File: config.mk
export PLATFORM = sky130hd
export DESIGN_NAME = sbat_key_store
export DESIGN_NICKNAME = d
export VERILOG_FILES = /design/src/rtl/sbat_pkg.sv /design/src/rtl/sbat_key_store.sv
export SDC_FILE = /design/constraint.sdc
export NUM_CORES = 2
export LEC_CHECK = 0
export ABC_AREA = 1
export ABC_CLOCK_PERIOD_IN_PS = 18100
export BUFFER_PORTS_ARGS = -buffer_cell sky130_fd_sc_hd__buf_2
export CELL_PAD_IN_SITES_DETAIL_PLACEMENT = 0
export CELL_PAD_IN_SITES_GLOBAL_PLACEMENT = 1
export CORE_UTILIZATION = 56
export CTS_CLUSTER_SIZE = 24
export DETAILED_ROUTE_END_ITERATION = 8
export PLACE_DENSITY_LB_ADDON = 0.1
export SLEW_MARGIN = 15
export SYNTH_ARGS = -nofsm -noshare
export SYNTH_HDL_FRONTEND = slang
export SYNTH_SLANG_ARGS = --single-unit
File: constraint.sdc
create_clock -name i_clk -period 18.1 [get_ports i_clk]
set_input_delay 2.715 -clock i_clk [delete_from_list [all_inputs] [get_ports i_clk]]
set_output_delay 2.715 -clock i_clk [all_outputs]
set_load 0.05 [all_outputs]
File: src/rtl/sbat_pkg.sv
// Shared types, codes and the sort-order compare of the sprite sort-and-batch core.
// No dependencies; the key store, cell and core files import this package.
package sbat_pkg;

    localparam int MAX_SPRITES_DEF = 64;
    localparam int SLOT_W          = 6;
    localparam int OFFSET_W        = 9;
    localparam int RUN_LEN_W       = 7;
    localparam int TRI_W           = 8;
    localparam int CFG_IDX_W       = 1;
    localparam int CFG_DATA_W      = 2;
    localparam logic [OFFSET_W-1:0] IDX_PER_SPRITE = 9'd6;

    localparam logic OP_LOAD  = 1'b0;
    localparam logic OP_FLUSH = 1'b1;

    localparam logic [CFG_IDX_W-1:0] CFG_DEPTH_ORDER   = 1'd0;
    localparam logic [CFG_IDX_W-1:0] CFG_TEXTURE_FIRST = 1'd1;

    localparam logic [1:0] DORD_NONE = 2'd0;

    typedef struct packed {
        logic              operation;
        logic [7:0]        priority_req;
        logic signed [31:0] depth;
        logic [15:0]       texture_id;
    } t_in_word;

    typedef struct packed {
        logic [SLOT_W-1:0]   slot_index;
        logic [15:0]         texture_out;
        logic                run_first;
        logic [OFFSET_W-1:0] run_start_offset;
        logic                run_last;
        logic [TRI_W-1:0]    run_triangles;
        logic                last;
    } t_out_word;

    typedef struct packed {
        logic [7:0]         prio;
        logic signed [31:0] depth;
        logic [15:0]        tex;
    } t_key;

    typedef struct packed {
        logic              valid;
        t_key              key;
        logic [SLOT_W-1:0] slot;
    } t_cell;

    typedef struct packed {
        logic insert;
        logic shift;
    } t_cell_ctrl;

    typedef struct packed {
        logic [1:0] depth_order;
        logic       texture_first;
    } t_sort_cfg;

    // true when a must come strictly before b
    function automatic logic key_before(t_key a, t_key b, t_sort_cfg cfg);
        logic dless;
        logic res;
        dless = cfg.depth_order[0] ? ($signed(a.depth) > $signed(b.depth))
                                   : ($signed(a.depth) < $signed(b.depth));
        if (cfg.depth_order == DORD_NONE) begin
            res = 1'b0;
        end else if (a.prio != b.prio) begin
            res = a.prio < b.prio;
        end else if (cfg.texture_first) begin
            res = (a.tex != b.tex) ? (a.tex < b.tex) : dless;
        end else begin
            res = (a.depth != b.depth) ? dless : (a.tex < b.tex);
        end
        return res;
    endfunction

endpackage

File: src/rtl/sbat_key_store.sv
// Load-order key memory: one write port, one registered read port.
// Depends on sbat_pkg for the key type.
module sbat_key_store #(
    parameter int DEPTH = sbat_pkg::MAX_SPRITES_DEF
) (
    input  logic                     i_clk,
    input  logic                     i_we,
    input  logic [$clog2(DEPTH)-1:0] i_waddr,
    input  sbat_pkg::t_key           i_wdata,
    input  logic                     i_re,
    input  logic [$clog2(DEPTH)-1:0] i_raddr,
    output sbat_pkg::t_key           o_rdata
);
    import sbat_pkg::*;

    t_key r_mem [DEPTH];
    t_key r_rdata;

    always_ff @(posedge i_clk) begin
        if (i_we) begin
            r_mem[i_waddr] <= i_wdata;
        end
        if (i_re) begin
            r_rdata <= r_mem[i_raddr];
        end
    end

    assign o_rdata = r_rdata;
endmodule

# [Word level (Yosys, flattened, before mapping)]
# Memory sizes are Yosys's and may differ from the RTL's. A register that Yosys moved wholly into a read port is not among the register bits.
# Index checks and enable logic that the tools add are counted.
# W data, S select, Z words.
[totals] latch_bits=0 romBits=0 register_bits=0 wordCells=3 output_inout_bits=56 ramBits=3584 memories=1 inputBits=71
[classes] div=0 shifts=0 eq_ne=0 reduce_logical=0 mul=0 magnitude_cmp=0 bitwise=0 muxes=2 n_addsub=0
[memory_table] memory="r_mem" depth=64 width=56 read_ports=1 rd_ports_with_merged_regs=1 write_ports=1 line="sbat_key_store.sv:16" rtl="t_key r_mem [DEPTH];"
[ops] operator="$mux W1" n=2

# [Depth between registers and ports, before layout]
[logic_depth] depth_word=2 mapped_depth=12 depth_no_buf=9

# [Least setup slack after synthesis]
# No wires, ideal clock.
[synth_path] kind="input to register" from="input port i_we" to="memory r_mem[48][0] (netlist bit), enable pin" n_path_buf=1 stages=3 arrival_ps=8599 slack_ps=8891 setup_ps=610 cell_sequence="clkbuf_1 -> nand4_1 -> nor4_1"
[synth_via] elab_chain_len=2
[synth_rtl] element="from (decl)" line="sbat_key_store.sv:7" rtl="input logic i_we,"
[synth_rtl] element="$mux W1" line="sbat_key_store.sv:20" rtl="if (i_we) begin"
[synth_rtl] element="$mux W1 (implied by the code)" line="sbat_key_store.sv:21" rtl="r_mem[i_waddr] <= i_wdata;"
[synth_rtl] element="to (decl)" line="sbat_key_store.sv:16"
# No other way between the ends.

==> Implementation_results.wiki <==
{| class="wikitable"
! Metric !! Value
|-
| CTS tree || built
|-
| # resized after CTS || 0
|-
| Chain of cells forming the critical path || buf_12, inv_8, buf_4, buf_4, buf_4, nand2_1, nand3_1, nand3_1, nand3_1, nand3_1, nand2_1, nand2_1, nand2_1
|-
| Combinational cell fraction of total power || 5.8%
|-
| Clock network fraction of design power || 41.9%
|-
| Most used cells in the layout excluding fill and tap cells || sky130_fd_sc_hd__nand2_1 (3956), sky130_fd_sc_hd__edfxtp_1 (3640), sky130_fd_sc_hd__nand3_1 (3321)
|-
| Maximum number of pins on one net before global-route repair || 200
|-
| Maximum fanout encountered on the critical timing path || 157
|-
| CTS sink count || 3640
|-
| Final setup violation count || 0
|-
| Switching power as a share of total power || 22.5%
|-
| Fin crit share || 38.9%
|-
| CTS Buf Count || 380
|-
| Data arrival at the endpoint of the critical path || 7.89 ns
|-
| CTS clock-pin slew for the worst setup and hold paths || 0.06 ns
|-
| Number of library cell types mapped by synthesis || 13
|-
| Detailed Route Iter0 Violations || 13700
|-
| IO Count || 127
|-
| Layout Nets || 11800
|-
| Layer carrying the most global-route usage || met2
|-
| Leakage dissipation || 56.3 nW
|-
| # H-tree levels || 5
|-
| Average routed wire per standard cell || 30.0 um
|-
| Net switching power figure || 0.00403 W
|-
| Area of the die || 260000 um2
|-
| GR Overflow Total || 0
|-
| Worst voltage drop across the vdd grid || 0.115 mV
|-
| Placed wire-length estimate || 226000 um
|-
| Cell at the root of the clock tree || sky130_fd_sc_hd__clkbuf_16
|-
| Hold slack final || 0.874 ns
|-
| Total Negative Setup Slacks || 0 ns
|-
| Initial cell density of the core || 56.3%
|-
| Routing usage on met3 || 7.28%
|-
| Wire length of the first global-routing pass || 654000 um
|-
| Total nets after synthesis || 11900
|-
| IO Port Bufs || 126
|-
| Post-Synthesis Cell Area || 145000 um2
|-
| CP endpoint kind || flop
|-
| Flop pwr share || 52.4%
|-
| Clock latency of the later-clocked register in the worst-skew pair || 1.02 ns
|-
| Total wire length || 464000 um
|-
| Warnings, synthesis || 0
|-
| DIE WIDTH || 510 um
|-
| Row cnt || 186
|-
| Number of endpoints with negative hold slack in the final report || 0
|-
| Total count of max-transition violations in the final report || 0
|-
| Number of routed nets with antenna violations || 0
|-
| Cell type of the slowest stage on the worst timing path || sky130_fd_sc_hd__buf_4
|-
| Result of the run || finished, final reports clean
|-
| Post-CTS setup-driven buffer insertion count || 0
|-
| Placer Congestion || 0.816
|-
| Pre-CTS WS || 10.31 ns
|-
| Drt drc || 0
|-
| Transition time at the pin with the least slew margin || 1.22 ns
|-
| Slowest Stage Delay on Critical Path || 0.98 ns
|-
| Overall via count from detail_route || 97300
|-
| Maxcap violations || 0
|-
| Final critical-path setup slack || 11.06 ns
|-
| Post-synthesis sequential area ratio || 75.5%
|-
| Gate count after technology mapping || 11800
|-
| Crit Path Category || in -> reg
|-
| Fraction of layout instances using a drive strength above 1 || 7.67%
|-
| Startpoint kind of the worst setup timing path || input port
|-
| Count of TritonRoute iterations in the first routing pass || 8
|-
| Pint || 0.0139 W
|-
| Die boundary height || 510 um
|-
| Flip-flop and latch count after synthesis || 3640
|-
| Final critical delay including setup and external delays || 7.04 ns
|-
| Antenna violations before repair || 53
|-
| Syn_area_per_cell || 12.3 um2
|-
| Setup repair after global routing missed its margin || false
|-
| Critical path data required time || 18.94 ns
|-
| PD cells || 112 nW/um2
|-
| Maximum buffer depth of the clock tree || 4
|-
| Path class of the lowest-slack min-delay path || reg -> reg
|-
| Via count of the first global-routing pass || 90400
|-
| Layout area overhead || 10.8%
|-
| Total global routing track utilization || 35.5%
|-
| Met1 usage || 48.9%
|-
| Worst clock skew || 0.0779 ns
|-
| CTS hold repair buffers || 0
|-
| Relative slew slack || 18.6%
|-
| Total of fill cells in the finished design || 19700
|-
| Reg-to-reg slack, setup || 16.35 ns
|-
| Core Area || 257000 um2
|-
| Achievable Freq || 142 MHz
|-
| Met2 usage in global routing || 54.7%
|-
| Most common cell after layout, fill and taps aside || sky130_fd_sc_hd__nand2_1
|-
| Drt via density || 6.29
|}
## critical path: cells and delay by family
family / cells / cell delay, ns
buffers and inverters: 5 / 3.79
AND/OR/NAND/NOR: 8 / 0.88
## layer usage
layer	vias to the layer above	part of all wire, %
met3	1026	11
met5	-	0.023
met2	5827	46
li1	42000	-
met1	48500	38
met4	16	5.0
## sequential cells by signal, summed over array words and instances, names as in the netlist
signal / count
r_mem: 3584
o_rdata: 56
## logic make-up (layout without fill, tap and decap cells)
| logic type | Yosys count | after routing | share of synthesized area, % |
|---|---|---|---|
| simple gates | 7350 | 7350 | 22.0 |
| flops | 3640 | 3640 | 75.5 |
| other cells | 0 | 58 | 0 |
| buf+inv | 797 | 1038 | 2.50 |
## Yosys cell counts
cell	number	area share, %
sky130_fd_sc_hd__inv_1	8	0.021
sky130_fd_sc_hd__buf_2	453	1.6
sky130_fd_sc_hd__nand4_1	9	0.039
sky130_fd_sc_hd__buf_1	83	0.22
sky130_fd_sc_hd__nor2_1	56	0.15
sky130_fd_sc_hd__buf_4	15	0.078
sky130_fd_sc_hd__nand2_1	3956	10
sky130_fd_sc_hd__nand3_1	3321	11
sky130_fd_sc_hd__nor4_1	8	0.035
sky130_fd_sc_hd__clkbuf_1	233	0.60
sky130_fd_sc_hd__inv_2	4	0.010
sky130_fd_sc_hd__buf_6	1	0.0078
sky130_fd_sc_hd__edfxtp_1	3640	76
## metrics by stage
step	instances	util [%]	cell area, um2	power, W
finish	15500	62.4	160000	0.0179
global route	15500	62.4	160000	0.0184
CTS	15400	62.3	160000	0.0180
detailed placement	14700	57.8	148000	0.0106
global placement	14700	57.8	148000	0.0106
floorplan	11800	-	145000	0.0101
## area by class of cell
type / instances / area (um2) / share of cell area (%)
clock inverters: 209 / 1820 / 1.14
clock buffers: 461 / 9920 / 6.19
inverters: 12 / 85.1 / 0.0531
multi-input cells: 7350 / 32300 / 20.1
diodes: 58 / 145 / 0.0905
repair buffers: 356 / 2580 / 1.61
flip-flops and latches: 3640 / 109000 / 68.2
well taps: 3384 / 4230 / 2.64
## final timing paths
| kind | cells after the start | endpoint | from |
|---|---|---|---|
| hold / removal | 8 | o_rdata[1] | r_mem[24][1] |
| setup / recovery | 13 | o_rdata[22] | i_raddr[0] |
| hold reg to reg | 8 | o_rdata[1] | r_mem[24][1] |
| setup reg to reg | 8 | o_rdata[38] | r_mem[5][38] |
## power groups by stage
stage               combinational [W]  clock, W  sequential (W)
finish                        0.00103   0.00751         0.00939
global route                  0.00111   0.00786         0.00939
CTS                           0.00102   0.00755         0.00939
detailed placement            0.00101         0         0.00957
global placement              0.00100         0         0.00957
floorplan                    0.000561         0         0.00959
No activity file was read; power rests on OpenSTA's default activity.
