## src/rtl/sbat_pkg.sv

```systemverilog
// Shared types, codes and the sort-order compare of the sprite sort-and-batch core.
// No dependencies; the key store, cell and core files import this package.
package sbat_pkg;

    localparam int MAX_SPRITES_DEF = 64;
    localparam int SLOT_W          = 6;
    localparam int OFFSET_W        = 9;
    localparam int RUN_LEN_W       = 7;
    localparam int TRI_W           = 8;
    localparam int CFG_IDX_W       = 1;
    localparam int CFG_DATA_W      = 2;
    localparam logic [OFFSET_W-1:0] IDX_PER_SPRITE = 9'd6;

    localparam logic OP_LOAD  = 1'b0;
    localparam logic OP_FLUSH = 1'b1;

    localparam logic [CFG_IDX_W-1:0] CFG_DEPTH_ORDER   = 1'd0;
    localparam logic [CFG_IDX_W-1:0] CFG_TEXTURE_FIRST = 1'd1;

    localparam logic [1:0] DORD_NONE = 2'd0;

    typedef struct packed {
        logic              operation;
        logic [7:0]        priority_req;
        logic signed [31:0] depth;
        logic [15:0]       texture_id;
    } t_in_word;

    typedef struct packed {
        logic [SLOT_W-1:0]   slot_index;
        logic [15:0]         texture_out;
        logic                run_first;
        logic [OFFSET_W-1:0] run_start_offset;
        logic                run_last;
        logic [TRI_W-1:0]    run_triangles;
        logic                last;
    } t_out_word;

    typedef struct packed {
        logic [7:0]         prio;
        logic signed [31:0] depth;
        logic [15:0]        tex;
    } t_key;

    typedef struct packed {
        logic              valid;
        t_key              key;
        logic [SLOT_W-1:0] slot;
    } t_cell;

    typedef struct packed {
        logic insert;
        logic shift;
    } t_cell_ctrl;

    typedef struct packed {
        logic [1:0] depth_order;
        logic       texture_first;
    } t_sort_cfg;

    // true when a must come strictly before b
    function automatic logic key_before(t_key a, t_key b, t_sort_cfg cfg);
        logic dless;
        logic res;
        dless = cfg.depth_order[0] ? ($signed(a.depth) > $signed(b.depth))
                                   : ($signed(a.depth) < $signed(b.depth));
        if (cfg.depth_order == DORD_NONE) begin
            res = 1'b0;
        end else if (a.prio != b.prio) begin
            res = a.prio < b.prio;
        end else if (cfg.texture_first) begin
            res = (a.tex != b.tex) ? (a.tex < b.tex) : dless;
        end else begin
            res = (a.depth != b.depth) ? dless : (a.tex < b.tex);
        end
        return res;
    endfunction

endpackage

```

## src/rtl/sbat_cell.sv

```systemverilog
// One cell of the insertion chain: holds one sorted entry, inserts or shifts.
// Depends on sbat_pkg for entry types and the key compare.
module sbat_cell (
    input  logic                i_clk,
    input  logic                i_rst_n,
    input  sbat_pkg::t_cell_ctrl i_ctrl,
    input  sbat_pkg::t_sort_cfg i_cfg,
    input  sbat_pkg::t_cell     i_new,
    input  sbat_pkg::t_cell     i_prev,
    input  logic                i_prev_ins,
    input  sbat_pkg::t_cell     i_next,
    output sbat_pkg::t_cell     o_cell,
    output logic                o_ins
);
    import sbat_pkg::*;

    t_cell r_cell;
    t_cell n_cell;
    logic  w_ins;

    assign w_ins = !r_cell.valid || key_before(i_new.key, r_cell.key, i_cfg);

    always_comb begin
        n_cell = r_cell;
        if (i_ctrl.shift) begin
            n_cell = i_next;
        end else if (i_ctrl.insert && w_ins) begin
            n_cell = i_prev_ins ? i_prev : i_new;
        end
    end

    always_ff @(posedge i_clk) begin
        if (!i_rst_n) begin
            r_cell.valid <= 1'b0;
        end else begin
            r_cell.valid <= n_cell.valid;
        end
        r_cell.key  <= n_cell.key;
        r_cell.slot <= n_cell.slot;
    end

    assign o_cell = r_cell;
    assign o_ins  = w_ins;
endmodule

```

## config.mk

```make
export PLATFORM = sky130hd
export DESIGN_NAME = sbat_cell
export DESIGN_NICKNAME = d
export VERILOG_FILES = /design/src/rtl/sbat_pkg.sv /design/src/rtl/sbat_cell.sv
export SDC_FILE = /design/constraint.sdc
export NUM_CORES = 1
export LEC_CHECK = 0
export ABC_AREA = 0
export BUFFER_PORTS_ARGS = -buffer_cell sky130_fd_sc_hd__buf_2
export CAP_MARGIN = 20
export CORE_MARGIN = 2
export CORE_UTILIZATION = 46
export CTS_CLUSTER_DIAMETER = 200
export DETAILED_ROUTE_END_ITERATION = 10
export PLACE_DENSITY = 0.92
export SLEW_MARGIN = 10
export SYNTH_ARGS = -nofsm -noshare
export SYNTH_HDL_FRONTEND = slang
export SYNTH_SLANG_ARGS = --single-unit
```

## constraint.sdc

```tcl
create_clock -name i_clk -period 5.3 [get_ports i_clk]
set_clock_uncertainty 0.05 [all_clocks]
set_input_delay 1.06 -clock i_clk [delete_from_list [all_inputs] [get_ports i_clk]]
set_output_delay 1.06 -clock i_clk [all_outputs]
set_load 0.01 [all_outputs]
```

# After elaboration in Yosys (flattened, before gate mapping)
# Index checks and enable logic that the tools add are counted.
totals:
  register_bits: 63
  inputBits: 197
  out_inout_bits: 64
op_classes:
  n_reduce_logical: 5
  muxes: 9
  order_cmp: 4
  n_eq_ne: 3
ops:
  columns: ["operator", "n"]
  rows:
  - ["$mux 63", 3]
  - ["$gt 32x32->1", 1]
  - ["$lt 32x32->1", 1]
  - ["$ne 32x32->1", 1]
  - ["$lt 16x16->1", 1]
  - ["$ne 16x16->1", 1]
  - ["$lt 8x8->1", 1]
  - ["$ne 8x8->1", 1]
  - ["$mux 1", 6]
  - ["$logic_not 2->1", 1]
  - ["$reduce_bool 2->1", 1]
  - ["$logic_and 1x1->1", 1]
  - ["$logic_not 1->1", 1]
  - ["$logic_or 1x1->1", 1]

# Depth between registers and ports, before layout
# Gate-level depths: netlist of the first run.
logic_depth:
  ltp_word: 10
  mapped_depth: 10

# Worst setup path after synthesis of the first run
# Ideal clock, no wire load.
synth_timing:
  kind: "input port to flip-flop"
  from: "input i_new[36] (netlist bit)"
  to: "register r_cell, in the netlist o_cell[0] (enable)"
  slack_ps: 738
  t_arrival_ps: 4094
  setup_ps: 419
  t_required_ps: 4831
  cell_stages: 9
  path_buffers: 0
  cell_sequence: "ha_1 > a21oi_1 > nand2_1 > a221o_1 > o31ai_1 > o311ai_1 > mux2i_1 > o221ai_2 > a21o_1"
synth_between:
  elab_chain_len: 9
synth_rtl:
  columns: ["element", "line_no", "text"]
  rows:
  - ["start: declaration", "sbat_cell.sv:8", "input sbat_pkg::t_cell i_new,"]
  - ["$lt 32x32->1 or $gt 32x32->1 (tied branches)", "sbat_pkg.sv:66, sbat_pkg.sv:65", null]
  - ["$mux 1", "sbat_pkg.sv:65", "dless = cfg.depth_order[0] ? ($signed(a.depth) > $signed(b.depth))"]
  - ["$mux 1 (on tied branches)", "sbat_pkg.sv:74, sbat_pkg.sv:72", null]
  - ["$mux 1 *", "sbat_pkg.sv:71", "end else if (cfg.texture_first) begin"]
  - ["$mux 1 *", "sbat_pkg.sv:69", "end else if (a.prio != b.prio) begin"]
  - ["$mux 1 *", "sbat_pkg.sv:67", "if (cfg.depth_order == DORD_NONE) begin"]
  - ["$logic_or 1x1->1 *", "sbat_cell.sv:21", "assign w_ins = !r_cell.valid || key_before(i_new.key, r_cell.key, i_cfg);"]
  - ["via o_ins", "sbat_cell.sv:13", "output logic o_ins"]
  - ["$logic_and 1x1->1 *", "sbat_cell.sv:27", "end else if (i_ctrl.insert && w_ins) begin"]
  - ["$reduce_bool 2->1 (no source line) *", null, null]
  - ["end: declaration", "sbat_cell.sv:17", "t_cell r_cell;"]
# The timed path passes the listed nets; every way through them passes the cells marked *.
# A chain may end at the register's enable or synchronous reset.

# Worst setup path after layout of the first run
layout_timing:
  from: "input i_new[27] (netlist bit)"
  to: "output o_ins"
layout_between:
  elab_chain_len: 7
layout_rtl:
  columns: ["element", "line_no"]
  rows:
  - ["$lt 32x32->1 or $gt 32x32->1 (tied branches)", "sbat_pkg.sv:66, sbat_pkg.sv:65"]
  - ["$mux 1", "sbat_pkg.sv:65"]
  - ["$mux 1 (on tied branches)", "sbat_pkg.sv:74, sbat_pkg.sv:72"]
  - ["$mux 1 *", "sbat_pkg.sv:71"]
  - ["$mux 1 *", "sbat_pkg.sv:69"]
  - ["$mux 1 *", "sbat_pkg.sv:67"]
  - ["$logic_or 1x1->1 *", "sbat_cell.sv:21"]
  - ["end: declaration", "sbat_cell.sv:13"]
# Every way passes the cells marked *; elsewhere a longest branch is shown, timed or not.

==> tab_implementation.tex, run 1 <==
\begin{tabular}{lr}
\hline
Metric & Value \\
\hline
\multicolumn{2}{l}{\textbf{STA}} \\
\quad Setup repair after global routing missed its margin & no \\
\quad Hold slack & 0.530 ns \\
\quad Worst slew margin & 28.8\% \\
\quad Post-Route Setup TNS & 0 ns \\
\quad Final number of hold-violating endpoints & 0 \\
\quad Final min period & 4.47 ns \\
\quad Transition time at the pin with the least slew margin & 1.07 ns \\
\quad Final number of setup-violating endpoints & 0 \\
\quad Maximum clock frequency & 0.224 GHz \\
\quad Period Utilization, post-route & 84.3\% \\
\quad Fin. max-slew vios & 0 \\
\multicolumn{2}{l}{\textbf{Global route}} \\
\quad Initial antenna violation count & 0 \\
\quad Leftover overflow at the end of global routing & 0 \\
\quad GR Util All Layers & 22.7\% \\
\quad Number of global-route vias before repair & 4414 \\
\quad Wire length of the first global-routing pass & 20.1 mm \\
\quad Largest net degree at the start of global routing & 127 \\
\multicolumn{2}{l}{\textbf{Yosys}} \\
\quad Part of the Yosys area used for sequential elements & 39.8\% \\
\quad Top cell type by total area after synthesis & edfxtp\_1 \\
\quad Area of the mapped netlist & 0.00473 mm\^{}2 \\
\quad Top cells by count, synth & nand2\_1 (75), o21ai\_0 (72), mux2i\_1 (65), edfxtp\_1 (62), inv\_1 (62) \\
\quad Syn\_area\_per\_cell & 9.56 um\^{}2 \\
\quad Mapped Nets & 748 \\
\quad Number of warnings reported in the yosys synthesis log & 0 \\
\quad Post-synth EDFFs & 62 \\
\quad Async set or reset register ratio after synthesis & 0\% \\
\quad Fraction of synthesized cell area taken by the top area cell type & 39.4\% \\
\quad Synth Instances & 495 \\
\quad Yosys cell types & 39 \\
\quad Number of flip-flops and latches in the synthesized netlist & 63 \\
\quad Main flop type after synthesis & edfxtp\_1 \\
\quad Leading cell type by number of instances after synthesis & nand2\_1 \\
\quad Main area contributors after synthesis & edfxtp\_1 (39\%), ha\_1 (15\%), mux2i\_1 (14\%), o21ai\_0 (7.6\%), nand2\_1 (6.0\%) \\
\multicolumn{2}{l}{\textbf{Min path}} \\
\quad Kind of path behind the tightest hold check & reg2reg \\
\quad HP Start & o\_cell[62]\$\_SDFFE\_PN0P\_ \\
\multicolumn{2}{l}{\textbf{Clock tree}} \\
\quad Largest buffer count on any clock path & 2 \\
\quad Number of gates resized after cts & 0 \\
\quad Buffer type at the clock tree root & clkbuf\_8 \\
\quad Sinks on the clock net & 63 \\
\quad Number of buffers created by CTS & 9 \\
\quad Clock tree from TritonCTS & done \\
\quad Clock-pin slew of the registers on the worst-case setup and hold paths & 0.06 ns \\
\quad Count of hold buffers inserted by post-cts repair & 0 \\
\quad H-Tree Depth & 3 \\
\quad Number of buffers inserted by post-CTS setup repair & 0 \\
\quad Source-to-sink clock delay at the later pin of the worst-skew pair & 0.34 ns \\
\multicolumn{2}{l}{\textbf{Route}} \\
\quad Total DRC errors in the routed layout & 0 \\
\quad Post-DR wirelength/cell & 14.5 um \\
\quad Drt via density & 5.10 \\
\quad DRT iter0 DRCs & 173 \\
\quad Remaining number of nets flagged by the antenna check after routing & 0 \\
\quad Routed via count & 4531 \\
\quad Total iterations of the first detailed-routing run & 5 \\
\quad Total Wirelength & 12.9 mm \\
\multicolumn{2}{l}{\textbf{Cells and area}} \\
\quad Fraction of layout cells with a size suffix above 1 & 37.5\% \\
\quad Antenna Diode Count & 0 \\
\quad Area growth from synthesis to layout & 33.4\% \\
\quad Seq. cell area & 0.00188 mm\^{}2 \\
\quad Count of fill cells added during filler insertion & 847 \\
\quad Net count of the finished layout & 1001 \\
\quad Number of flip-flops in the largest register & 63 \\
\quad Combined area of the multi-input logic cells & 0.00254 mm\^{}2 \\
\multicolumn{2}{l}{\textbf{Floorplan}} \\
\quad Die Area & 0.0111 mm\^{}2 \\
\quad Die height & 105 um \\
\quad Number of core rows & 37 \\
\quad Overall die width & 105 um \\
\quad Ports placed on the boundary & 261 \\
\quad Core area & 0.0101 mm\^{}2 \\
\quad Effective utilization at floorplan & 46.7\% \\
\multicolumn{2}{l}{\textbf{Pwr}} \\
\quad Internal power component & 0.981 mW \\
\quad NetSw & 0.439 mW \\
\quad Clock share of power & 24.1\% \\
\quad Combinational Power Share & 30.9\% \\
\quad Register share of total power & 45.0\% \\
\quad Switching Fraction & 30.9\% \\
\quad Leakage power & 3.30 nW \\
\quad Worst VDD drop & 142 uV \\
\quad Power per standard cell area & 225 mW/mm\^{}2 \\
\multicolumn{2}{l}{\textbf{Setup path}} \\
\quad Launching instance or port of the critical path & i\_new[27] \\
\quad CP Class & in2out \\
\quad Type of element capturing the critical path & primary output \\
\quad Worst endpoint data arrival time & 3.36 ns \\
\quad Flop2flop setup slack & 1.90 ns \\
\quad Kind of start point of the critical path & input pin \\
\quad Largest driver fanout on the critical path & 3 \\
\quad Worst R2R Start & o\_cell[27]\$\_DFFE\_PP\_ \\
\quad Critical path required time & 4.19 ns \\
\multicolumn{2}{l}{\textbf{Placed design}} \\
\quad Port-buffer cells & 260 \\
\quad Dpl hpwl & 10.3 mm \\
\quad Global placement routability congestion & 0.819 \\
\multicolumn{2}{l}{\textbf{Job}} \\
\quad MaxCap Viol Count & 0 \\
\multicolumn{2}{l}{\textbf{Outcome}} \\
\quad Run status & finished, final reports clean \\
\hline
\end{tabular}
-- layout by cell type (no fill, tap or decap), types with 6 or more instances in the layout --
cell,synthesis,routed
a21oi_1,23,23
nand3_1,6,6
nand2_1,75,75
buf_2,0,258
clkbuf_8,0,9
nand4_1,9,9
inv_1,62,62
o21ai_0,72,72
edfxtp_1,62,62
nor2_1,7,7
mux2i_1,65,65
ha_1,56,56
-- cell families after synthesis --
| group | synth area share [%] |
|---|---|
| mux | 13.8 |
| flops | 39.8 |
| buf+inv | 6.59 |
| simple gates | 11.1 |
| compound gates | 14.0 |
| fa+ha+maj | 14.8 |
-- area by class of cell --
type / count / share of cell area [%]
inverters: 62 / 3.69
multi-input cells: 349 / 40.2
clock inverters: 2 / 0.139
well taps: 136 / 2.70
clock buffers: 13 / 2.20
repair buffers: 263 / 21.2
flip-flops and latches: 63 / 29.8
-- per-layer routing --
layer	wire length, um	share of wire (%)	GRT usage, %
met1	5110	40	25.7
met2	6630	51	42.0
met3	905	7.0	4.58
met4	258	2.0	8.48
met5	0	0	0
-- power groups by stage --
| stage | clock network (mW) | logic (mW) | registers (mW) |
|---|---|---|---|
| 2_1_floorplan | 0 | 0.220 | 0.676 |
| 3_3_place_gp | 0 | 0.423 | 0.645 |
| 3_5_place_dp | 0 | 0.439 | 0.649 |
| 4_1_cts | 0.354 | 0.441 | 0.639 |
| 5_1_grt | 0.372 | 0.494 | 0.645 |
| 6_report | 0.343 | 0.439 | 0.638 |
-- worst max-delay path: stages --
cell      delay, ns
buf_2          0.11
ha_1           0.31
a21oi_1        0.18
o21ai_0        0.13
a221o_1        0.33
o31ai_1        0.34
o311ai_1       0.26
mux2i_1        0.18
o221ai_2       0.27
buf_2          0.18
-- stage by stage --
| stage | setup WS (ns) | power [mW] | cells | util [%] | area (um^2) |
|---|---|---|---|---|---|
| finish | 0.833 | 1.42 | 888 | 62.3 | 6310 |
| global placement | 0.877 | 1.07 | 872 | 60.6 | 6140 |
| global route | 0.676 | 1.51 | 888 | 62.3 | 6310 |
| floorplan | 0.738 | 0.896 | 495 | - | 4730 |
| CTS | 0.783 | 1.43 | 887 | 62.1 | 6290 |
| detailed placement | 0.795 | 1.09 | 872 | 60.6 | 6140 |
-- worst paths after layout --
path,to,depth (start not counted)
worst max-delay path,o_ins,10
worst min-delay path,o_cell[62]$_SDFFE_PN0P_,2
worst max register to register,o_cell[35]$_DFFE_PP_,11
worst min register to register,o_cell[62]$_SDFFE_PN0P_,2
(Power assumes the default switching activity.)
==> inputs of run 2 (changes only) <==
==> constraint.sdc (replaced) <==
create_clock -name i_clk -period 4.5 [get_ports i_clk]
set_clock_uncertainty 0.05 [all_clocks]
set_input_delay 0.9 -clock i_clk [delete_from_list [all_inputs] [get_ports i_clk]]
set_output_delay 0.9 -clock i_clk [all_outputs]
set_load 0.01 [all_outputs]
==> tab_implementation.tex, run 2 (same netlist as run 1, synthesis figures left out) <==
\begin{tabular}{lr}
\hline
Metric & Value \\
\hline
\multicolumn{2}{l}{\textbf{Global route}} \\
\quad Number of global-route vias before repair & 4391 (-0.52\%) \\
\quad Initial antenna violation count & 0 (unchanged) \\
\quad Wire length of the first global-routing pass & 20.6 mm (+2.4\%) \\
\quad Leftover overflow at the end of global routing & 0 (unchanged) \\
\quad Largest net degree at the start of global routing & 127 (unchanged) \\
\quad GR Util All Layers & 23.2\% (+0.49 points) \\
\multicolumn{2}{l}{\textbf{Clock tree}} \\
\quad Number of gates resized after cts & 0 (unchanged) \\
\quad Number of buffers inserted by post-CTS setup repair & 0 (unchanged) \\
\quad Source-to-sink clock delay at the later pin of the worst-skew pair & 0.33 ns (about the same) \\
\quad Buffer type at the clock tree root & clkbuf\_8 \\
\quad Number of buffers created by CTS & 9 (unchanged) \\
\quad Clock tree from TritonCTS & done \\
\quad Largest buffer count on any clock path & 2 (unchanged) \\
\quad Sinks on the clock net & 63 (unchanged) \\
\quad Clock-pin slew of the registers on the worst-case setup and hold paths & 0.07 ns (about the same) \\
\quad H-Tree Depth & 3 (unchanged) \\
\quad Count of hold buffers inserted by post-cts repair & 0 (unchanged) \\
\multicolumn{2}{l}{\textbf{Route}} \\
\quad Post-DR wirelength/cell & 14.8 um (+1.5\%) \\
\quad Drt via density & 5.09 (-0.31\%) \\
\quad DRT iter0 DRCs & 205 (+18\%) \\
\quad Total iterations of the first detailed-routing run & 4 (-1) \\
\quad Total DRC errors in the routed layout & 0 (unchanged) \\
\quad Total Wirelength & 13.1 mm (+1.4\%) \\
\quad Routed via count & 4512 (-0.42\%) \\
\quad Remaining number of nets flagged by the antenna check after routing & 0 (unchanged) \\
\multicolumn{2}{l}{\textbf{Outcome}} \\
\quad Run status & finished, final reports clean \\
\multicolumn{2}{l}{\textbf{Job}} \\
\quad MaxCap Viol Count & 0 (unchanged) \\
\multicolumn{2}{l}{\textbf{STA}} \\
\quad Final number of setup-violating endpoints & 0 (unchanged) \\
\quad Post-Route Setup TNS & 0 ns (unchanged) \\
\quad Fin. max-slew vios & 0 (unchanged) \\
\quad Final min period & 4.00 ns \\
\quad Setup repair after global routing missed its margin & no \\
\quad Period Utilization, post-route & 88.9\% \\
\quad Final number of hold-violating endpoints & 0 (unchanged) \\
\quad Maximum clock frequency & 0.250 GHz \\
\quad Worst slew margin & 28.0\% (-0.83 points) \\
\quad Transition time at the pin with the least slew margin & 1.08 ns (+0.0124 ns) \\
\multicolumn{2}{l}{\textbf{Min path}} \\
\quad End of the worst hold path & o\_cell[62]\$\_SDFFE\_PN0P\_ \\
\quad Hold depth & 2 (unchanged) \\
\quad Kind of path behind the tightest hold check & reg2reg \\
\quad HP Start & o\_cell[62]\$\_SDFFE\_PN0P\_ \\
\multicolumn{2}{l}{\textbf{Cells and area}} \\
\quad Most frequent standard cell in the layout excluding fill and tap cells & buf\_2 \\
\quad Combined area of the multi-input logic cells & 0.00254 mm\^{}2 (unchanged) \\
\quad Area growth from synthesis to layout & 34.3\% \\
\quad Antenna Diode Count & 0 (unchanged) \\
\quad Count of fill cells added during filler insertion & 859 (+1.4\%) \\
\quad Net count of the finished layout & 999 (-0.20\%) \\
\quad Leading cell types in the layout, fill and taps excluded & buf\_2 (258), nand2\_1 (75), o21ai\_0 (72) \\
\quad Core Util, Final & 62.7\% (+0.42 points) \\
\quad Number of flip-flops in the largest register & 63 (unchanged) \\
\quad Fraction of layout cells with a size suffix above 1 & 37.7\% (+0.18 points) \\
\quad Seq. cell area & 0.00188 mm\^{}2 (unchanged) \\
\quad Layout Cells excl Fill & 887 (-0.11\%) \\
\multicolumn{2}{l}{\textbf{Setup path}} \\
\quad Worst endpoint data arrival time & 3.05 ns (-0.31 ns) \\
\quad Library cell contributing the largest single delay on the critical path & a221o\_1 \\
\quad Capturing point of the worst reg2reg path & o\_cell[39]\$\_DFFE\_PP\_ \\
\quad CP Class & in2out \\
\quad Crit path cell chain & buf\_2, ha\_1, a21oi\_1, o21ai\_0, a221o\_1, o31ai\_1, o311ai\_1, mux2i\_1, o221ai\_2, buf\_2 \\
\quad Kind of start point of the critical path & input pin \\
\quad Largest driver fanout on the critical path & 3 (unchanged) \\
\quad Cell with the most instances on the worst path & buf\_2 \\
\quad Depth of the worst register-to-register path & 11 (unchanged) \\
\quad Worst R2R Start & o\_cell[27]\$\_DFFE\_PP\_ \\
\quad Delay of the slowest critical-path stage & 0.36 ns (+0.02 ns) \\
\quad Critical path required time & 3.55 ns (-0.64 ns) \\
\quad Type of element capturing the critical path & primary output \\
\quad Flop2flop setup slack & 1.32 ns (-0.58 ns) \\
\multicolumn{2}{l}{\textbf{Pwr}} \\
\quad Worst VDD drop & 225 uV (+59\%) \\
\quad Total power consumption of the routed design & 1.80 mW (+27\%) \\
\quad Leakage power & 3.32 nW (+0.63\%) \\
\quad Power per standard cell area & 283 mW/mm\^{}2 (+26\%) \\
\multicolumn{2}{l}{\textbf{Floorplan}} \\
\quad Die height & 105 um (unchanged) \\
\quad Core area & 0.0101 mm\^{}2 (unchanged) \\
\quad Die Area & 0.0111 mm\^{}2 (unchanged) \\
\quad Effective utilization at floorplan & 46.7\% (unchanged) \\
\quad Number of core rows & 37 (unchanged) \\
\quad Overall die width & 105 um (unchanged) \\
\quad Ports placed on the boundary & 261 (unchanged) \\
\multicolumn{2}{l}{\textbf{Placed design}} \\
\quad Dpl hpwl & 10.4 mm (+0.91\%) \\
\quad Global placement routability congestion & 0.822 (+0.39\%) \\
\quad Number of placed instances, taps included & 871 (-0.11\%) \\
\quad Port-buffer cells & 260 (unchanged) \\
\hline
\end{tabular}
## run 2: cell count changes in the layout (fill, tap and decap cells not counted), sizes merged
cell	change
buf	-2
bufinv	+2
clkbuf	-1
## run 2: critical path, delay by kind of cell
kind | cells | cell delay (ns)
compound gates | 6 | 1.36
fa+ha+maj | 1 | 0.30
buf+inv | 2 | 0.29
mux | 1 | 0.18
## run 2: metal layers
layer / global-route usage [%] / routed length (um) / vias up
met4: 5.52 / 115 / 0
met5: 0 / 0 / -
met1: 26.6 / 5140 / 2042
met2: 44.1 / 6900 / 183
li1: - / - / 2276
met3: 4.45 / 931 / 11
## run 2: metrics by stage
stage	setup slack [ns]	hold WS (ns)	instance area [um^2]
2_1_floorplan	0.0977	0.529	4730
3_3_place_gp	0.509	0.516	6150
3_5_place_dp	0.469	0.528	6150
4_1_cts	0.453	0.538	6350
5_1_grt	0.299	0.583	6350
6_report	0.501	0.532	6350
## run 2: where the power goes
group,switching (mW),total [mW],internal (mW)
logic,0.281,0.517,0.236
registers,0.0301,0.753,0.723
clock network,0.217,0.528,0.311
total,0.528,1.80,1.27
## run 2: worst max path at each step
stage / startpoint / to / slack (ns)
floorplan: i_new[36] / o_cell[0]$_DFFE_PP_ / 0.1
global placement: i_new[36] / o_ins / 0.51
detailed placement: i_new[36] / o_ins / 0.47
CTS: i_new[36] / o_ins / 0.45
global route: i_new[29] / o_ins / 0.30
finish: i_new[27] / o_ins / 0.50
## run 2: cell type report
cell class                      instances  share of cell area, %
Clock buffer                           12                   2.13
Clock inverter                          4                   1.10
Inverter                               62                   3.66
Multi-Input combinational cell        349                   39.9
Sequential cell                        63                   29.6
Tap cell                              136                   2.68
Timing Repair Buffer                  261                   20.9
==> inputs of run 3 (changes only) <==
--- a/config.mk
+++ b/config.mk
@@ -8,11 +8,13 @@
 export ABC_AREA = 0
 export BUFFER_PORTS_ARGS = -buffer_cell sky130_fd_sc_hd__buf_2
 export CAP_MARGIN = 20
+export CELL_PAD_IN_SITES_DETAIL_PLACEMENT = 1
+export CELL_PAD_IN_SITES_GLOBAL_PLACEMENT = 1
 export CORE_MARGIN = 2
-export CORE_UTILIZATION = 46
+export CORE_UTILIZATION = 32
 export CTS_CLUSTER_DIAMETER = 200
 export DETAILED_ROUTE_END_ITERATION = 10
-export PLACE_DENSITY = 0.92
+export PLACE_DENSITY = 0.91
 export SLEW_MARGIN = 10
 export SYNTH_ARGS = -nofsm -noshare
 export SYNTH_HDL_FRONTEND = slang
==> tab_implementation.tex, run 3 (same netlist as run 1, synthesis figures left out) <==
\begin{tabular}{lr}
\hline
Metric & Value \\
\hline
\multicolumn{2}{l}{\textbf{Min path}} \\
\quad Kind of path behind the tightest hold check & reg2reg \\
\quad HP Start & o\_cell[62]\$\_SDFFE\_PN0P\_ \\
\quad Hold depth & 2 (unchanged) \\
\multicolumn{2}{l}{\textbf{Clock tree}} \\
\quad Number of buffers created by CTS & 9 (unchanged) \\
\quad Largest buffer count on any clock path & 2 (unchanged) \\
\quad Buffer type at the clock tree root & clkbuf\_16 \\
\quad Source-to-sink clock delay at the later pin of the worst-skew pair & 0.33 ns (about the same) \\
\quad Number of buffers inserted by post-CTS setup repair & 0 (unchanged) \\
\quad H-Tree Depth & 3 (unchanged) \\
\quad Clock-pin slew of the registers on the worst-case setup and hold paths & 0.05 ns (-0.02 ns) \\
\quad Number of gates resized after cts & 0 (unchanged) \\
\quad Clock tree from TritonCTS & done \\
\quad Sinks on the clock net & 63 (unchanged) \\
\quad Count of hold buffers inserted by post-cts repair & 0 (unchanged) \\
\multicolumn{2}{l}{\textbf{Setup path}} \\
\quad Flop2flop setup slack & 1.27 ns (-0.05 ns) \\
\quad Worst endpoint data arrival time & 3.18 ns (+0.13 ns) \\
\quad Depth of the worst register-to-register path & 11 (unchanged) \\
\quad CP Class & in2out \\
\quad Type of element capturing the critical path & primary output \\
\quad Launching instance or port of the critical path & i\_new[27] \\
\quad Largest driver fanout on the critical path & 3 (unchanged) \\
\quad Kind of start point of the critical path & input pin \\
\quad Critical path required time & 3.55 ns (about the same) \\
\quad Worst R2R Start & o\_cell[27]\$\_DFFE\_PP\_ \\
\multicolumn{2}{l}{\textbf{Placed design}} \\
\quad Global placement routability congestion & 0.793 (-3.6\%) \\
\quad Port-buffer cells & 260 (unchanged) \\
\quad Number of placed instances, taps included & 922 (+5.9\%) \\
\quad Dpl hpwl & 12.5 mm (+20\%) \\
\multicolumn{2}{l}{\textbf{Pwr}} \\
\quad Leakage power & 3.36 nW (+1.1\%) \\
\quad Clock share of power & 32.4\% (+3.0 points) \\
\quad Register share of total power & 39.7\% (-2.2 points) \\
\quad NetSw & 0.560 mW (+6.0\%) \\
\quad Power per standard cell area & 292 mW/mm\^{}2 (+3.2\%) \\
\quad Worst VDD drop & 160 uV (-29\%) \\
\quad Switching Fraction & 29.5\% (+0.15 points) \\
\quad Combinational Power Share & 28.0\% (-0.7 points) \\
\quad Internal power component & 1.34 mW (+5.3\%) \\
\multicolumn{2}{l}{\textbf{Route}} \\
\quad Total iterations of the first detailed-routing run & 6 (+2) \\
\quad Remaining number of nets flagged by the antenna check after routing & 0 (unchanged) \\
\quad Post-DR wirelength/cell & 16.2 um (+9.6\%) \\
\quad Routed via count & 4580 (+1.5\%) \\
\quad DRT iter0 DRCs & 122 (-40\%) \\
\quad Total Wirelength & 15.2 mm (+16\%) \\
\quad Total DRC errors in the routed layout & 0 (unchanged) \\
\quad Drt via density & 4.88 (-4.0\%) \\
\multicolumn{2}{l}{\textbf{Cells and area}} \\
\quad Seq. cell area & 0.00188 mm\^{}2 (unchanged) \\
\quad Net count of the finished layout & 1002 (+0.30\%) \\
\quad Combined area of the multi-input logic cells & 0.00254 mm\^{}2 (unchanged) \\
\quad Number of flip-flops in the largest register & 63 (unchanged) \\
\quad Layout Cells excl Fill & 938 (+5.7\%) \\
\quad Count of fill cells added during filler insertion & 1805 (+110\%) \\
\quad Fraction of layout cells with a size suffix above 1 & 37.5\% (-0.15 points) \\
\quad Area growth from synthesis to layout & 37.3\% \\
\quad Most frequent standard cell in the layout excluding fill and tap cells & buf\_2 \\
\quad Leading cell types in the layout, fill and taps excluded & buf\_2 (258), nand2\_1 (75), o21ai\_0 (72) \\
\quad Antenna Diode Count & 0 (unchanged) \\
\multicolumn{2}{l}{\textbf{Floorplan}} \\
\quad Effective utilization at floorplan & 32.7\% (-14 points) \\
\quad Core area & 0.0145 mm\^{}2 (+43\%) \\
\quad Number of core rows & 44 (+19\%) \\
\quad Ports placed on the boundary & 261 (unchanged) \\
\quad Die Area & 0.0158 mm\^{}2 (+42\%) \\
\quad Die height & 126 um (+19\%) \\
\quad Overall die width & 126 um (+19\%) \\
\multicolumn{2}{l}{\textbf{Global route}} \\
\quad GR Util All Layers & 19.1\% (-4.1 points) \\
\quad Initial antenna violation count & 0 (unchanged) \\
\quad Number of global-route vias before repair & 4851 (+10\%) \\
\quad Largest net degree at the start of global routing & 75 (-41\%) \\
\quad Wire length of the first global-routing pass & 24.0 mm (+16\%) \\
\quad Leftover overflow at the end of global routing & 0 (unchanged) \\
\multicolumn{2}{l}{\textbf{STA}} \\
\quad Post-Route Setup TNS & 0 ns (unchanged) \\
\quad Worst slew margin & 25.7\% (-2.2 points) \\
\quad Final number of hold-violating endpoints & 0 (unchanged) \\
\quad Fin. max-slew vios & 0 (unchanged) \\
\quad Period Utilization, post-route & 91.8\% (+2.9 points) \\
\quad Maximum clock frequency & 0.242 GHz (-3.2\%) \\
\quad Setup repair after global routing missed its margin & no \\
\quad Final min period & 4.13 ns (+0.130 ns) \\
\quad Transition time at the pin with the least slew margin & 1.11 ns (+0.0337 ns) \\
\quad Final number of setup-violating endpoints & 0 (unchanged) \\
\multicolumn{2}{l}{\textbf{Job}} \\
\quad MaxCap Viol Count & 0 (unchanged) \\
\multicolumn{2}{l}{\textbf{Outcome}} \\
\quad Run status & finished, final reports clean \\
\hline
\end{tabular}
run 3: path summary, 6_finish.rpt:
check / end
worst max-delay path: o_ins
worst min-delay path: o_cell[62]$_SDFFE_PN0P_
worst min register to register: o_cell[62]$_SDFFE_PN0P_
worst max register to register: o_cell[38]$_DFFE_PP_
run 3: worst max-delay path: stages:
cell and delay [ns]:
buf_2 0.11, ha_1 0.31, a21oi_1 0.17, o21ai_0 0.12, a221o_1 0.33, o31ai_1 0.34
o311ai_1 0.25, mux2i_1 0.18, o221ai_2 0.28, buf_2 0.19
run 3: power by group through the flow:
stage               logic, mW  clock network, mW  registers (mW)
floorplan               0.259                  0           0.796
global placement        0.516                  0           0.760
detailed placement      0.537                  0           0.765
CTS                     0.540              0.634           0.753
global route            0.599              0.658           0.761
finish                  0.530              0.614           0.752
run 3: metal layers:
layer | up-vias | routed length, um | track usage [%]
met5 | - | 0 | 0
met4 | 0 | 278 | 6.27
met3 | 18 | 1060 | 5.18
met2 | 168 | 7770 | 35.2
met1 | 2117 | 6050 | 21.2
li1 | 2277 | - | -
run 3: layout make-up:
type,instances,share of cell area [%]
clock inverter,1,0.0770
multi-input combinational,349,39.1
tap,184,3.54
inverter,62,3.58
clock buffer,15,3.81
timing repair buffer,264,21.0
sequential,63,29.0
run 3: per-stage QoR:
step	setup WS [ns]	cell area (um^2)	total power, mW	util (%)	hold slack (ns)
2_1_floorplan	0.0977	4730	1.05	-	0.529
3_3_place_gp	0.338	6240	1.28	43.1	0.526
3_5_place_dp	0.315	6240	1.30	43.1	0.534
4_1_cts	0.311	6500	1.93	44.9	0.541
5_1_grt	0.186	6500	2.02	44.9	0.580
6_report	0.371	6500	1.90	44.9	0.530
